$ cat config.mk
export PLATFORM = sky130hd
export DESIGN_NAME = random_k_of_n_draw_top
export DESIGN_NICKNAME = d
export VERILOG_FILES = /design/src/sv/rkd_pkg.sv /design/src/sv/rkd_ram.sv /design/src/sv/rkd_datapath.sv /design/src/sv/rkd_ctrl.sv /design/src/sv/random_k_of_n_draw_top.sv
export SDC_FILE = /design/constraint.sdc
export NUM_CORES = 1
export LEC_CHECK = 0
export CAP_MARGIN = 0
export CORE_MARGIN = 2
export CORE_UTILIZATION = 50
export CTS_CLUSTER_DIAMETER = 80
export DETAILED_ROUTE_END_ITERATION = 10
export DONT_BUFFER_PORTS = 1
export HOLD_SLACK_MARGIN = 0.02
export PLACE_DENSITY = 0.68
export SLEW_MARGIN = 30
export SYNTH_ARGS = -nofsm -noshare
export SYNTH_HDL_FRONTEND = slang
export SYNTH_HIERARCHICAL = 1
export SYNTH_SLANG_ARGS = --single-unit
$ cat constraint.sdc
create_clock -name i_clk -period 5.6 [get_ports i_clk]
set_input_delay 1.12 -clock i_clk [delete_from_list [all_inputs] [get_ports i_clk]]
set_output_delay 1.12 -clock i_clk [all_outputs]
set_load 0.03 [all_outputs]
$ cat src/sv/rkd_pkg.sv
`default_nettype none
// ----------------------------------------------------------------------------
// rkd_pkg: shared types and constants for the random k-of-n draw block
// Controller states and the command/status structs between the two halves.
// ----------------------------------------------------------------------------
package rkd_pkg;
    localparam int          MAX_POOL = 64;
    localparam logic [63:0] GOLDEN   = 64'h9e3779b97f4a7c15;

    // pool write data select
    localparam logic [1:0] WSEL_FILL = 2'd0;
    localparam logic [1:0] WSEL_VA   = 2'd1;
    localparam logic [1:0] WSEL_VB   = 2'd2;

    typedef enum logic [1:0] {
        REG_SEED   = 2'd0,
        REG_POOL   = 2'd1,
        REG_PICK   = 2'd2,
        REG_SORTED = 2'd3
    } t_reg_idx;

    typedef enum logic [3:0] {
        ST_IDLE,
        ST_FILL,
        ST_RNG,
        ST_MOD,
        ST_RDI,
        ST_RDJ,
        ST_WR,
        ST_SRD,
        ST_SCMP,
        ST_SSH,
        ST_SPUT,
        ST_ORD,
        ST_OUT
    } t_state;

    typedef struct packed {
        logic [7:0] mem_addr;
        logic       mem_we;
        logic [1:0] wsel;     // fill value, held a value or held b value
        logic [7:0] fill_val;
        logic       rng_step;
        logic       mod_start;
        logic       cap_a;    // capture read data as a
        logic       cap_b;    // capture read data as b
    } t_cmd;

    typedef struct packed {
        logic       mod_done;
        logic [7:0] mod_rem;
        logic [7:0] rd;
        logic [7:0] va;
        logic [7:0] vb;
    } t_sts;
endpackage
`default_nettype wire

$ cat src/sv/rkd_ram.sv
`default_nettype none
// ----------------------------------------------------------------------------
// rkd_ram: generic single-port RAM
// An optional write and one registered read per cycle.
// ----------------------------------------------------------------------------
module rkd_ram #(
    parameter int WIDTH = 8,
    parameter int DEPTH = 64
) (
    input  wire logic                     i_clk,
    input  wire logic                     i_we,
    input  wire logic [$clog2(DEPTH)-1:0] i_addr,
    input  wire logic [WIDTH-1:0]         i_wdata,
    output logic      [WIDTH-1:0]         o_rdata
);
    logic [WIDTH-1:0] r_mem [DEPTH];
    always_ff @(posedge i_clk) begin
        if (i_we) r_mem[i_addr] <= i_wdata;
        o_rdata <= r_mem[i_addr];
    end
endmodule
`default_nettype wire

$ cat src/sv/rkd_datapath.sv
`default_nettype none
// ----------------------------------------------------------------------------
// rkd_datapath: generator, serial modulo unit and pool memory
// Restoring remainder, one dividend bit per cycle.
// ----------------------------------------------------------------------------
module rkd_datapath (
    input  wire logic          i_clk,
    input  wire logic          i_rst_n,
    input  wire logic          i_seed_we,
    input  wire logic [63:0]   i_seed,
    input  wire logic [7:0]    i_divisor,
    input  wire rkd_pkg::t_cmd i_cmd,
    output rkd_pkg::t_sts      o_sts
);
    import rkd_pkg::*;
    localparam int AW = $clog2(MAX_POOL);

    logic [63:0] r_a, r_b, r_out, r_div;
    logic [8:0]  r_rem;
    logic [6:0]  r_cnt;
    logic        r_busy, r_done;
    logic [7:0]  r_va, r_vb;
    logic [7:0]  w_rd, w_wd;
    logic [63:0] w_x;
    logic [8:0]  w_sh;

    assign w_x  = r_a ^ (r_a << 23);
    assign w_sh = {r_rem[7:0], r_div[63]};

    always_ff @(posedge i_clk) begin
        if (!i_rst_n) begin
            r_a <= 64'd0;
            r_b <= GOLDEN;
            r_busy <= 1'b0;
            r_done <= 1'b0;
        end else begin
            r_done <= 1'b0;
            if (i_seed_we) begin
                r_a <= i_seed;
                r_b <= i_seed ^ GOLDEN;
            end else if (i_cmd.rng_step) begin
                r_a <= r_b;
                r_b <= w_x ^ r_b ^ (w_x >> 17) ^ (r_b >> 26);
                r_out <= (w_x ^ r_b ^ (w_x >> 17) ^ (r_b >> 26)) + r_b;
            end
            if (i_cmd.mod_start) begin
                r_div  <= r_out;
                r_rem  <= 9'd0;
                r_cnt  <= 7'd0;
                r_busy <= 1'b1;
            end else if (r_busy) begin
                r_div <= r_div << 1;
                r_rem <= (w_sh >= {1'b0, i_divisor}) ? w_sh - {1'b0, i_divisor} : w_sh;
                r_cnt <= r_cnt + 7'd1;
                if (r_cnt == 7'd63) begin
                    r_busy <= 1'b0;
                    r_done <= 1'b1;
                end
            end
            if (i_cmd.cap_a) r_va <= w_rd;
            if (i_cmd.cap_b) r_vb <= w_rd;
        end
    end

    always_comb begin
        case (i_cmd.wsel)
            WSEL_FILL: w_wd = i_cmd.fill_val;
            WSEL_VA:   w_wd = r_va;
            WSEL_VB:   w_wd = r_vb;
            default:   w_wd = r_va;
        endcase
    end

    rkd_ram #(.WIDTH(8), .DEPTH(MAX_POOL)) u_pool (
        .i_clk  (i_clk),
        .i_we   (i_cmd.mem_we),
        .i_addr (i_cmd.mem_addr[AW-1:0]),
        .i_wdata(w_wd),
        .o_rdata(w_rd)
    );

    assign o_sts.mod_done = r_done;
    assign o_sts.mod_rem  = r_rem[7:0];
    assign o_sts.rd       = w_rd;
    assign o_sts.va       = r_va;
    assign o_sts.vb       = r_vb;
endmodule
`default_nettype wire

$ cat src/sv/rkd_ctrl.sv
`default_nettype none
// ----------------------------------------------------------------------------
// rkd_ctrl: draw sequencer
// Fill, shuffle, insertion sort of the leading picks, then emit.
// ----------------------------------------------------------------------------
module rkd_ctrl (
    input  wire logic          i_clk,
    input  wire logic          i_rst_n,
    input  wire logic          i_start,
    input  wire logic [7:0]    i_n,
    input  wire logic [6:0]    i_k,
    input  wire logic [6:0]    i_s,
    input  wire logic          i_out_ready,
    input  wire rkd_pkg::t_sts i_sts,
    output rkd_pkg::t_cmd      o_cmd,
    output logic [7:0]         o_divisor,
    output logic               o_idle,
    output logic               o_out_valid,
    output logic [6:0]         o_num,
    output logic [5:0]         o_pos,
    output logic               o_bonus,
    output logic               o_last
);
    import rkd_pkg::*;

    t_state     r_st, n_st;
    logic [7:0] r_i, n_i, r_j, n_j, r_p, n_p;
    logic [7:0] r_n;
    logic [6:0] r_k, r_s;

    assign o_divisor = r_i + 8'd1;
    assign o_idle    = (r_st == ST_IDLE);
    assign o_num     = i_sts.rd[6:0];
    assign o_pos     = r_i[5:0];
    assign o_bonus   = ({1'b0, r_i[6:0]} >= {1'b0, r_s});
    assign o_last    = (r_i[6:0] + 7'd1 == r_k);

    always_ff @(posedge i_clk) begin
        if (!i_rst_n) begin
            r_st <= ST_IDLE;
        end else begin
            r_st <= n_st;
            r_i <= n_i;
            r_j <= n_j;
            r_p <= n_p;
            if (i_start) begin
                r_n <= i_n;
                r_k <= i_k;
                r_s <= i_s;
            end
        end
    end

    always_comb begin
        n_st = r_st;
        n_i = r_i;
        n_j = r_j;
        n_p = r_p;
        o_cmd = '0;
        o_out_valid = 1'b0;
        case (r_st)
            ST_IDLE: begin
                n_i = 8'd0;
                if (i_start) n_st = ST_FILL;
            end
            ST_FILL: begin
                o_cmd.mem_addr = r_i;
                o_cmd.mem_we = 1'b1;
                o_cmd.wsel = WSEL_FILL;
                o_cmd.fill_val = r_i + 8'd1;
                n_i = r_i + 8'd1;
                if (r_i + 8'd1 == r_n) begin
                    // hold i at n-1 for the first swap
                    n_i = r_i;
                    n_st = ST_RNG;
                end
            end
            ST_RNG: begin
                o_cmd.rng_step = 1'b1;
                n_st = ST_MOD;
            end
            ST_MOD: begin
                o_cmd.mod_start = 1'b1;
                n_st = ST_RDI;
            end
            ST_RDI: begin
                // wait for remainder, then fetch entry i
                o_cmd.mem_addr = r_i;
                if (i_sts.mod_done) begin
                    n_j = i_sts.mod_rem;
                    n_st = ST_RDJ;
                end
            end
            ST_RDJ: begin
                o_cmd.cap_a = 1'b1;
                o_cmd.mem_addr = r_j;
                n_st = ST_WR;
            end
            ST_WR: begin
                o_cmd.cap_b = 1'b1;
                n_st = ST_SRD;
                n_p = 8'd0;
            end
            default: ;
        endcase
        // shuffle write-back and remaining phases
        case (r_st)
            ST_SRD: begin
                if (r_p == 8'd0) begin
                    o_cmd.mem_addr = r_i;
                    o_cmd.mem_we = 1'b1;
                    o_cmd.wsel = WSEL_VB;
                    n_p = 8'd1;
                end else if (r_p == 8'd1) begin
                    o_cmd.mem_addr = r_j;
                    o_cmd.mem_we = 1'b1;
                    o_cmd.wsel = WSEL_VA;
                    if (r_i == 8'd1) begin
                        n_i = 8'd1;
                        n_st = ST_SCMP;
                        n_p = 8'd2;
                    end else begin
                        n_i = r_i - 8'd1;
                        n_st = ST_RNG;
                    end
                end
            end
            ST_SCMP: begin
                // sort: r_i element, read v
                if ({1'b0, r_i[6:0]} >= {1'b0, r_s}) begin
                    n_i = 8'd0;
                    n_st = ST_ORD;
                end else begin
                    o_cmd.mem_addr = r_i;
                    n_p = r_i;
                    n_st = ST_SSH;
                    n_j = 8'd0;
                end
            end
            ST_SSH: begin
                if (r_j == 8'd0) begin
                    o_cmd.cap_a = 1'b1;   // v
                    n_j = 8'd1;
                    o_cmd.mem_addr = r_p - 8'd1;
                end else if (r_j == 8'd1) begin
                    // read data of p-1 arrives now
                    if (r_p != 8'd0 && i_sts.rd > i_sts.va) begin
                        o_cmd.cap_b = 1'b1;
                        n_j = 8'd2;
                    end else begin
                        n_st = ST_SPUT;
                    end
                end else if (r_j == 8'd2) begin
                    o_cmd.mem_addr = r_p;
                    o_cmd.mem_we = 1'b1;
                    o_cmd.wsel = WSEL_VB;
                    n_p = r_p - 8'd1;
                    n_j = 8'd3;
                end else begin
                    o_cmd.mem_addr = r_p - 8'd1;
                    n_j = 8'd1;
                    if (r_p == 8'd0) n_st = ST_SPUT;
                end
            end
            ST_SPUT: begin
                o_cmd.mem_addr = r_p;
                o_cmd.mem_we = 1'b1;
                o_cmd.wsel = WSEL_VA;
                n_i = r_i + 8'd1;
                n_st = ST_SCMP;
            end
            ST_ORD: begin
                o_cmd.mem_addr = r_i;
                n_st = ST_OUT;
            end
            ST_OUT: begin
                o_cmd.mem_addr = r_i;
                o_out_valid = 1'b1;
                if (i_out_ready) begin
                    n_i = r_i + 8'd1;
                    n_st = (r_i[6:0] + 7'd1 == r_k) ? ST_IDLE : ST_ORD;
                end
            end
            default: ;
        endcase
    end
endmodule
`default_nettype wire

$ cat src/sv/random_k_of_n_draw_top.sv
`default_nettype none
// ----------------------------------------------------------------------------
// random_k_of_n_draw_top: k distinct numbers out of 1..n by shuffling
// Usage:
//   Configuration channel writes seed (0), pool size (1), pick count (2)
//   and sorted count (3) while idle; a seed write reloads the generator.
//   Each accepted input beat with draw_request set starts one draw; a beat
//   with draw_request clear is dropped. Results come out one beat per pick,
//   the last one flagged.
//   A draw fills the pool, makes one shuffle step per position from n-1
//   down to 1 (the serial remainder unit dominates each step), sorts the
//   leading picks by insertion and then emits one result per pick.
//   One draw at a time; input ready is low until the last result.
//   A stalled receiver holds the result beat and pauses the sequencer.
//   Reset returns the generator to seed 0 and registers to 49 / 7 / 6.
// ----------------------------------------------------------------------------
module random_k_of_n_draw_top (
    input  wire logic        i_clk,
    input  wire logic        i_rst_n,
    input  wire logic        i_valid,
    output logic             o_ready,
    input  wire logic        i_draw_request,
    output logic             o_valid,
    input  wire logic        i_ready,
    output logic [6:0]       o_drawn_number,
    output logic [5:0]       o_position,
    output logic             o_is_bonus,
    output logic             o_last,
    input  wire logic        i_cfg_valid,
    output logic             o_cfg_ready,
    input  wire logic [1:0]  i_cfg_index,
    input  wire logic [63:0] i_cfg_data
);
    import rkd_pkg::*;

    logic [6:0] r_pool, r_pick, r_sorted;
    logic [7:0] w_n, w_divisor;
    logic [6:0] w_k, w_s;
    logic       w_idle, w_start, w_seed_we;
    t_cmd       w_cmd;
    t_sts       w_sts;

    assign o_cfg_ready = 1'b1;
    assign o_ready     = w_idle;
    assign w_start     = i_valid && w_idle && i_draw_request;
    assign w_seed_we   = i_cfg_valid && (t_reg_idx'(i_cfg_index) == REG_SEED);

    always_ff @(posedge i_clk) begin
        if (!i_rst_n) begin
            r_pool   <= 7'd49;
            r_pick   <= 7'd7;
            r_sorted <= 7'd6;
        end else if (i_cfg_valid) begin
            case (t_reg_idx'(i_cfg_index))
                REG_POOL:   r_pool   <= i_cfg_data[6:0];
                REG_PICK:   r_pick   <= i_cfg_data[6:0];
                REG_SORTED: r_sorted <= i_cfg_data[6:0];
                default: ;
            endcase
        end
    end

    always_comb begin
        w_n = {1'b0, r_pool};
        if (w_n < 8'd2) w_n = 8'd2;
        if (w_n > 8'(MAX_POOL)) w_n = 8'(MAX_POOL);
        w_k = (r_pick == 7'd0) ? 7'd1 : r_pick;
        if ({1'b0, w_k} > w_n) w_k = w_n[6:0];
        if (w_k > 7'd64) w_k = 7'd64;
        w_s = (r_sorted > w_k) ? w_k : r_sorted;
    end

    rkd_ctrl u_ctrl (
        .i_clk(i_clk), .i_rst_n(i_rst_n), .i_start(w_start),
        .i_n(w_n), .i_k(w_k), .i_s(w_s), .i_out_ready(i_ready),
        .i_sts(w_sts), .o_cmd(w_cmd), .o_divisor(w_divisor), .o_idle(w_idle),
        .o_out_valid(o_valid), .o_num(o_drawn_number), .o_pos(o_position),
        .o_bonus(o_is_bonus), .o_last(o_last)
    );

    rkd_datapath u_dp (
        .i_clk(i_clk), .i_rst_n(i_rst_n), .i_seed_we(w_seed_we),
        .i_seed(i_cfg_data), .i_divisor(w_divisor), .i_cmd(w_cmd), .o_sts(w_sts)
    );
endmodule
`default_nettype wire
==> results of run 1 <==
-- where the power goes --
part / leakage [nW] / internal [mW] / switching [mW]
Sequential: 8.34 / 7.21 / 0.147
Combinational: 7.10 / 0.844 / 1.42
Clock: 1.43 / 3.26 / 2.65
-- routing by layer --
metal  GRT usage, %  share of wire [%]  vias up
li1               -                  -    13800
met1           39.8                 42    15200
met2           43.3                 46     1576
met3           4.34                8.8      272
met4           9.14                3.3        2
met5              0             0.0087        -
-- layout make-up --
class / instances / area, sq um / share of cell area [%]
Tap cell: 1155 / 1450 / 2.98
Clock inverter: 61 / 457 / 0.943
Clock buffer: 112 / 2460 / 5.08
Timing Repair Buffer: 158 / 1300 / 2.68
Sequential cell: 880 / 24800 / 51.2
Inverter: 84 / 317 / 0.654
Multi-Input combinational cell: 2460 / 17700 / 36.5
-- state kept, by name (all words and copies together), names as in the netlist, 64 cells and up --
| signal | flops |
|---|---|
| u_dp/r_b | 64 |
| u_dp/r_a | 64 |
| u_dp/u_pool/r_mem | 512 |
| u_dp/r_out | 64 |
| u_dp/r_div | 64 |
-- worst min-delay path: cells and delay by family (launching register included) --
kind / cells / cell delay [ns]
flip-flops: 1 / 0.31
AND/OR/NAND/NOR: 2 / 0.11
-- worst paths after layout --
path                                               end  slack (ns)  depth (start not counted)
worst min register to register               r_pool[0]        0.47                          2
worst max-delay path            u_dp/u_pool/o_rdata[1]        0.26                         18
worst min-delay path                         r_pool[0]        0.47                          2
worst max register to register  u_dp/u_pool/o_rdata[1]        0.26                         18
-- per-stage QoR --
step | std cells | area (sq um)
floorplan | 3675 | 43700
global placement | 4734 | 45400
detailed placement | 4737 | 45500
CTS | 4910 | 48400
global route | 4910 | 48400
finish | 4910 | 48400
-- timing repair --
action / 4_1_cts / 5_1_grt
endpoints found under the setup margin: 0 / 1
hold buffers: 0 / 0
gates resized for setup: 0 / 1
==> metrics, run 1 <==
status=complete, no violations; Core Box Area=between 80000 and 90000 sq um; delay contributed by the slowest stage of the critical path=~0.65 ns; final number of hold-violating endpoints=0; detailed-route wire length per cell=~26 um; min-delay src=r_pool[0]; top library cells by usage in the layout, fill and taps aside=sky130_fd_sc_hd__edfxtp_1, sky130_fd_sc_hd__nor2_1, sky130_fd_sc_hd__nand2_1; Final Util=a little under three fifths; Rel. slew slack=about a third; final cycle utilization of the critical path=95.3%; setup repair after global routing missed its margin=false; # port buffers=0; net count of the mapped netlist=approximately 3.9k; TritonCTS clock tree=built; most common library cell in the layout ignoring fill and taps=sky130_fd_sc_hd__edfxtp_1; post-DP HPWL=~88000 um; Max Clock Freq=roughly 190 MHz; endpoint kind of the worst setup timing path=register; startpoint type of the worst setup path=register; leakage component of the power=~17 nW; largest net degree at the start of global routing=149; die height=300 um; Final Max Slew Viols=0; H-tree depth=3; setup slack after layout=0.262 ns; via count of the first global-routing pass=around 29k; Least-Margin Pin Slew=~1 ns; Die Footprint=roughly 90000 sq um; number of max-cap violations=0; Critical path buffers and inverters=4; critical path's slowest cell=sky130_fd_sc_hd__o21ai_0; maximum root-to-sink buffer count=3; worst slack at placement=0.303 ns; Finish-stage setup viols=0; launch point of the critical path=u_ctrl/r_i[2]; Layout Nets=about 3.9k; critical-path maximum fanout=30; wire length of the first global-routing pass=around 190000 um; Post-Route Setup TNS=0 ns; Root Driver=sky130_fd_sc_hd__clkbuf_16; Critical Setup Path Class=reg -> reg; total global routing track utilization=between 20% and 30%; later-pin clock latency in the skew report=~0.67 ns; total wirelength of the detailed-routed design=approximately 130000 um; fill count=7224; average size of a mapped cell=approximately 12 sq um; list of cells traversed by the critical path=ha_1 > a21oi_1 > o21ai_1 > a21oi_1 > o21a_1 > buf_4 > inv_2 > nor2_1 > o21ai_1 > a21oi_4 > buf_12 > nor2_4 > buf_4 > a22oi_1 > o22ai_1 > o21ai_0 > o211ai_1 > or4_1; largest clock skew in the final design=around 0.020 ns; time the worst path needs with I/O delays and setup=between 5 and 6 ns; post-detailed-route count of antenna-violating nets=0; number of instances in the synthesized netlist=approximately 3.7k; P per Cell Area=about 320 nW/um^2; worst IR drop on VDD=roughly 0.37 mV; post-CTS clock slew at the launch and capture registers of the worst setup and hold paths=~0.07 ns; post-detailed-route via-to-cell ratio=6.29; number of placement rows=108; Post-Synthesis Cell Area=~44000 sq um; total via count in the routed design=about 31k; Required @ worst endpoint=6.13 ns; number of clock sinks=880; Inserted Clock Buffers=93; worst hold slack after final layout=about 0.47 ns; total inserted antenna cells=0; startpoint of the most critical register-to-register path=u_ctrl/r_i[2]; share of final-layout standard cells stronger than drive strength 1=13.2%; total iterations of the first detailed-routing run=7; DRC violations left=0; num ports=90; total overflow reported by the global router=0; P&R area growth vs syn=10.9%; dominant delay contributor by cell family on the critical path=compound AO/OA/AOI/OAI gates; iteration-0 DRC count of the detailed router=3929; final RePlAce weighted congestion=between 0.9 and 1; initial cell density of the core=approximately 50%; total power of the final layout=~16 mW; initial antenna violation count=1; Post-CTS Repair Setup Buffers=0; count of synthesis-stage warnings from yosys=6; width of the die=between 200 and 300 um; Hold/Removal Path Class=reg -> reg; CP arrival=about 6 ns
(Power assumes the default switching activity.)
==> run 2, diff against run 1 <==
--- a/config.mk
+++ b/config.mk
@@ -13,8 +13,9 @@
 export DONT_BUFFER_PORTS = 1
 export HOLD_SLACK_MARGIN = 0.02
 export PLACE_DENSITY = 0.68
+export REMOVE_ABC_BUFFERS = 1
 export SLEW_MARGIN = 30
 export SYNTH_ARGS = -nofsm -noshare
 export SYNTH_HDL_FRONTEND = slang
-export SYNTH_HIERARCHICAL = 1
 export SYNTH_SLANG_ARGS = --single-unit
+export TNS_END_PERCENT = 1
==> run 2 against run 1 <==
Flip-flop and latch count shrank 1. Clock power up 4.7%. Final area is 0.49% lower. Highest routed layer unchanged. Largest cell class unchanged. Critical path type unchanged.
==> metrics, run 2 <==
cell depth of the worst min-delay path=2 (unchanged); initial cell density of the core=50.5% (+0.066 points); flip-flop count of the largest register after layout=512 (unchanged); dominant cell type by count on the critical path=sky130_fd_sc_hd__o21a_1; Post-Route Setup TNS=0 ns (unchanged); Layout Nets=3867 (+0.21%); Reg with most FFs=u_dp.u_pool.r_mem; post-detailed-route via-to-cell ratio=6.09 (-3.2%); number of instances in the synthesized netlist=3701 (+0.71%); average size of a mapped cell=11.8 sq um (-0.42%); leakage component of the power=17.0 nW (+0.98%); Worst Hold Path EP=u_dp.r_done; Post-CTS Repair Setup Buffers=0 (unchanged); num ports=90 (unchanged); cell depth of the worst flop-to-flop path=24 (+6); async set-reset flop share out of synthesis=0%; setup slack, reg-to-reg=0.39 ns (+0.12 ns); Final Instance Count excl. Fillers=4926 (+0.33%); multi-input logic area=17500 sq um (-0.65%); total via count in the routed design=30.0k (-2.9%); Final Max Slew Viols=0 (unchanged); setup repair after global routing missed its margin=false; total global routing track utilization=25.6% (-2.2 points); later-pin clock latency in the skew report=0.66 ns (about the same); number of placement rows=108 (unchanged); DRC violations left=0 (unchanged); initial antenna violation count=6 (+5); status=complete, no violations; area share of the leading cell type in the synthesized netlist=approximately half; Max Clock Freq=192 MHz (+2.4%); startpoint of the most critical register-to-register path=r_pool[2]; Critical Setup Path Class=reg -> reg; list of cells traversed by the critical path=or4_1 > nand2b_1 > nand2_1 > ha_1 > nor2b_1 > o21a_1 > o21a_1 > o21a_1 > o21a_1 > o21a_1 > o22a_1 > mux2_2 > a211oi_1 > ha_1 > nor2b_1 > o21a_1 > o21ai_0 > nand2b_1 > a21oi_1 > nor2b_1 > o21ai_0 > nand2b_1 > o21a_1 > mux2_2; number of max-cap violations=0 (unchanged); die height=300 um (+0.14%); Least-Margin Pin Slew=0.998 ns (+0.00698 ns); Unique masters post-synth=~110; number of enable-type register cells in the synthesized netlist=around 700; final number of hold-violating endpoints=0 (unchanged); Required @ worst endpoint=5.99 ns (-0.14 ns); Root Driver=sky130_fd_sc_hd__clkbuf_16; worst reg2reg path endpoint=u_ctrl.r_s[1]; storage element area=24800 sq um (-0.12%); most common library cell in the layout ignoring fill and taps=sky130_fd_sc_hd__edfxtp_1; Finish-stage setup viols=0 (unchanged); count of synthesis-stage warnings from yosys=0 (-6); Hold/Removal Path Class=reg -> reg; largest clock skew in the final design=0.0248 ns (+0.00431 ns); via count of the first global-routing pass=27.9k (-4.2%); top post-synthesis cells by count=sky130_fd_sc_hd__edfxtp_1, sky130_fd_sc_hd__nand2_1, sky130_fd_sc_hd__xnor2_1; time the worst path needs with I/O delays and setup=5.21 ns (-0.124 ns); critical-path maximum fanout=11 (-63%); post-CTS clock slew at the launch and capture registers of the worst setup and hold paths=0.06 ns (about the same); number of instances resized during post-cts repair=0 (unchanged); total wirelength of the detailed-routed design=117000 um (-8.2%); total iterations of the first detailed-routing run=6 (-1); top library cells by usage in the layout, fill and taps aside=sky130_fd_sc_hd__edfxtp_1, sky130_fd_sc_hd__nand2_1, sky130_fd_sc_hd__xnor2_1; post-DP HPWL=80200 um (-8.7%); worst IR drop on VDD=0.274 mV (-26%); Die Footprint=90000 sq um (+0.28%); min-delay src=u_dp.r_busy; P&R area growth vs syn=10.0%; width of the die=300 um (+0.14%); Post-Synthesis Cell Area=43800 sq um (+0.29%); P per Cell Area=326 nW/um^2 (+1.8%); number of clock sinks=879 (-0.11%); total power of the final layout=15.7 mW (+1.3%); fill count=7254 (+0.42%); critical path's slowest cell=sky130_fd_sc_hd__or4_1; synth top area cells=sky130_fd_sc_hd__edfxtp_1, sky130_fd_sc_hd__dfxtp_1, sky130_fd_sc_hd__nand2_1, sky130_fd_sc_hd__xnor2_1, sky130_fd_sc_hd__ha_1; startpoint type of the worst setup path=register; Rel. slew slack=33.5% (-0.21 points); sequential-to-total area share from yosys stat=between 50% and 60%; final cycle utilization of the critical path=93.1% (-2.2 points); TritonCTS clock tree=built; Inserted Clock Buffers=93 (unchanged); # port buffers=0 (unchanged); total overflow reported by the global router=0 (unchanged); wire length of the first global-routing pass=176000 um (-6.6%); area leader, netlist=sky130_fd_sc_hd__edfxtp_1; Placed Instances=4748 (+0.23%); share of final-layout standard cells stronger than drive strength 1=11.8% (-1.3 points); post-detailed-route count of antenna-violating nets=0 (unchanged); detailed-route wire length per cell=23.7 um (-8.5%); iteration-0 DRC count of the detailed router=3433 (-13%); final RePlAce weighted congestion=0.951 (-1.9%); predominant post-synthesis flop cell=sky130_fd_sc_hd__edfxtp_1; Core Box Area=86800 sq um (+0.16%); most used standard cell by instance count after synthesis=sky130_fd_sc_hd__edfxtp_1; synthesis-stage register bit count=a little under 900; maximum root-to-sink buffer count=3 (unchanged); CP arrival=5.60 ns (-0.27 ns); largest net degree at the start of global routing=149 (unchanged); H-tree depth=3 (unchanged); endpoint kind of the worst setup timing path=register; delay contributed by the slowest stage of the critical path=0.54 ns (-0.11 ns); Hold Buf Count CTS=0 (unchanged)
-- run 2: kinds of logic after synthesis --
kind of cell	count (synthesis)	share of synthesized area [%]
buffers and inverters	329	3.67
AND/OR/NAND/NOR	1135	12.1
adder cells (fa/ha/maj)	107	3.09
XOR/XNOR	280	5.66
AO/OA/AOI/OAI	730	11.6
multiplexers	240	7.32
other	1	0.00856
flip-flops	879	56.5
-- run 2: how the worst max path moves through the flow --
stage,from,endpoint,slack (ns),cells past startpoint
after floorplan,u_ctrl.r_st[0],u_dp.r_out[0],-4.75,4
after global placement,r_pool[2],u_ctrl.r_s[1],0.44,24
after detailed placement,r_pool[2],u_ctrl.r_s[0],0.47,24
after CTS,r_pool[2],u_ctrl.r_s[1],0.43,24
after global routing,r_pool[2],u_ctrl.r_s[1],0.003,24
final,r_pool[2],u_ctrl.r_s[1],0.39,24
-- run 2: cell type report --
cell class	count	area share, %
Sequential cell	879	51.4
Multi-Input combinational cell	2493	36.4
Clock buffer	123	5.43
Tap cell	1155	3.00
Timing Repair Buffer	120	2.02
Clock inverter	51	0.953
Inverter	101	0.787
Antenna cell	4	0.0208
-- run 2: through the flow --
step                      setup WS, ns  cell area [sq um]  hold slack (ns)  util (%)
after floorplan                  -4.75              42600            0.428         -
after global placement           0.437              45100            0.449      51.9
after detailed placement         0.465              45100            0.457      52.0
after CTS                        0.426              48200            0.470      55.5
after global routing           0.00259              48200            0.492      55.5
final                            0.386              48200            0.471      55.6
-- run 2: report_power, final --
| group | switching (mW) | leakage, nW | total, mW | internal (mW) |
|---|---|---|---|---|
| Combinational | 1.32 | 7.44 | 2.17 | 0.850 |
| Clock | 2.57 | 1.52 | 6.18 | 3.61 |
| Sequential | 0.171 | 8.08 | 7.38 | 7.21 |
| Total | 4.06 | 17.0 | 15.7 | 11.7 |
-- run 2: worst max-delay path: cells and delay by family (launching register included) --
family | cells | cell delay [ns]
compound gates | 12 | 2.27
simple gates | 8 | 1.14
mux | 2 | 0.69
fa+ha+maj | 2 | 0.55
flops | 1 | 0.32
-- run 2: per-layer routing --
layer	share of wire (%)	up-vias	wire length, um	global-route usage [%]
met3	9.1	197	10700	5.31
met2	45	1287	52600	39.3
li1	-	13700	-	-
met5	0.040	-	47	0
met4	2.3	8	2690	6.58
met1	43	14800	50700	37.1
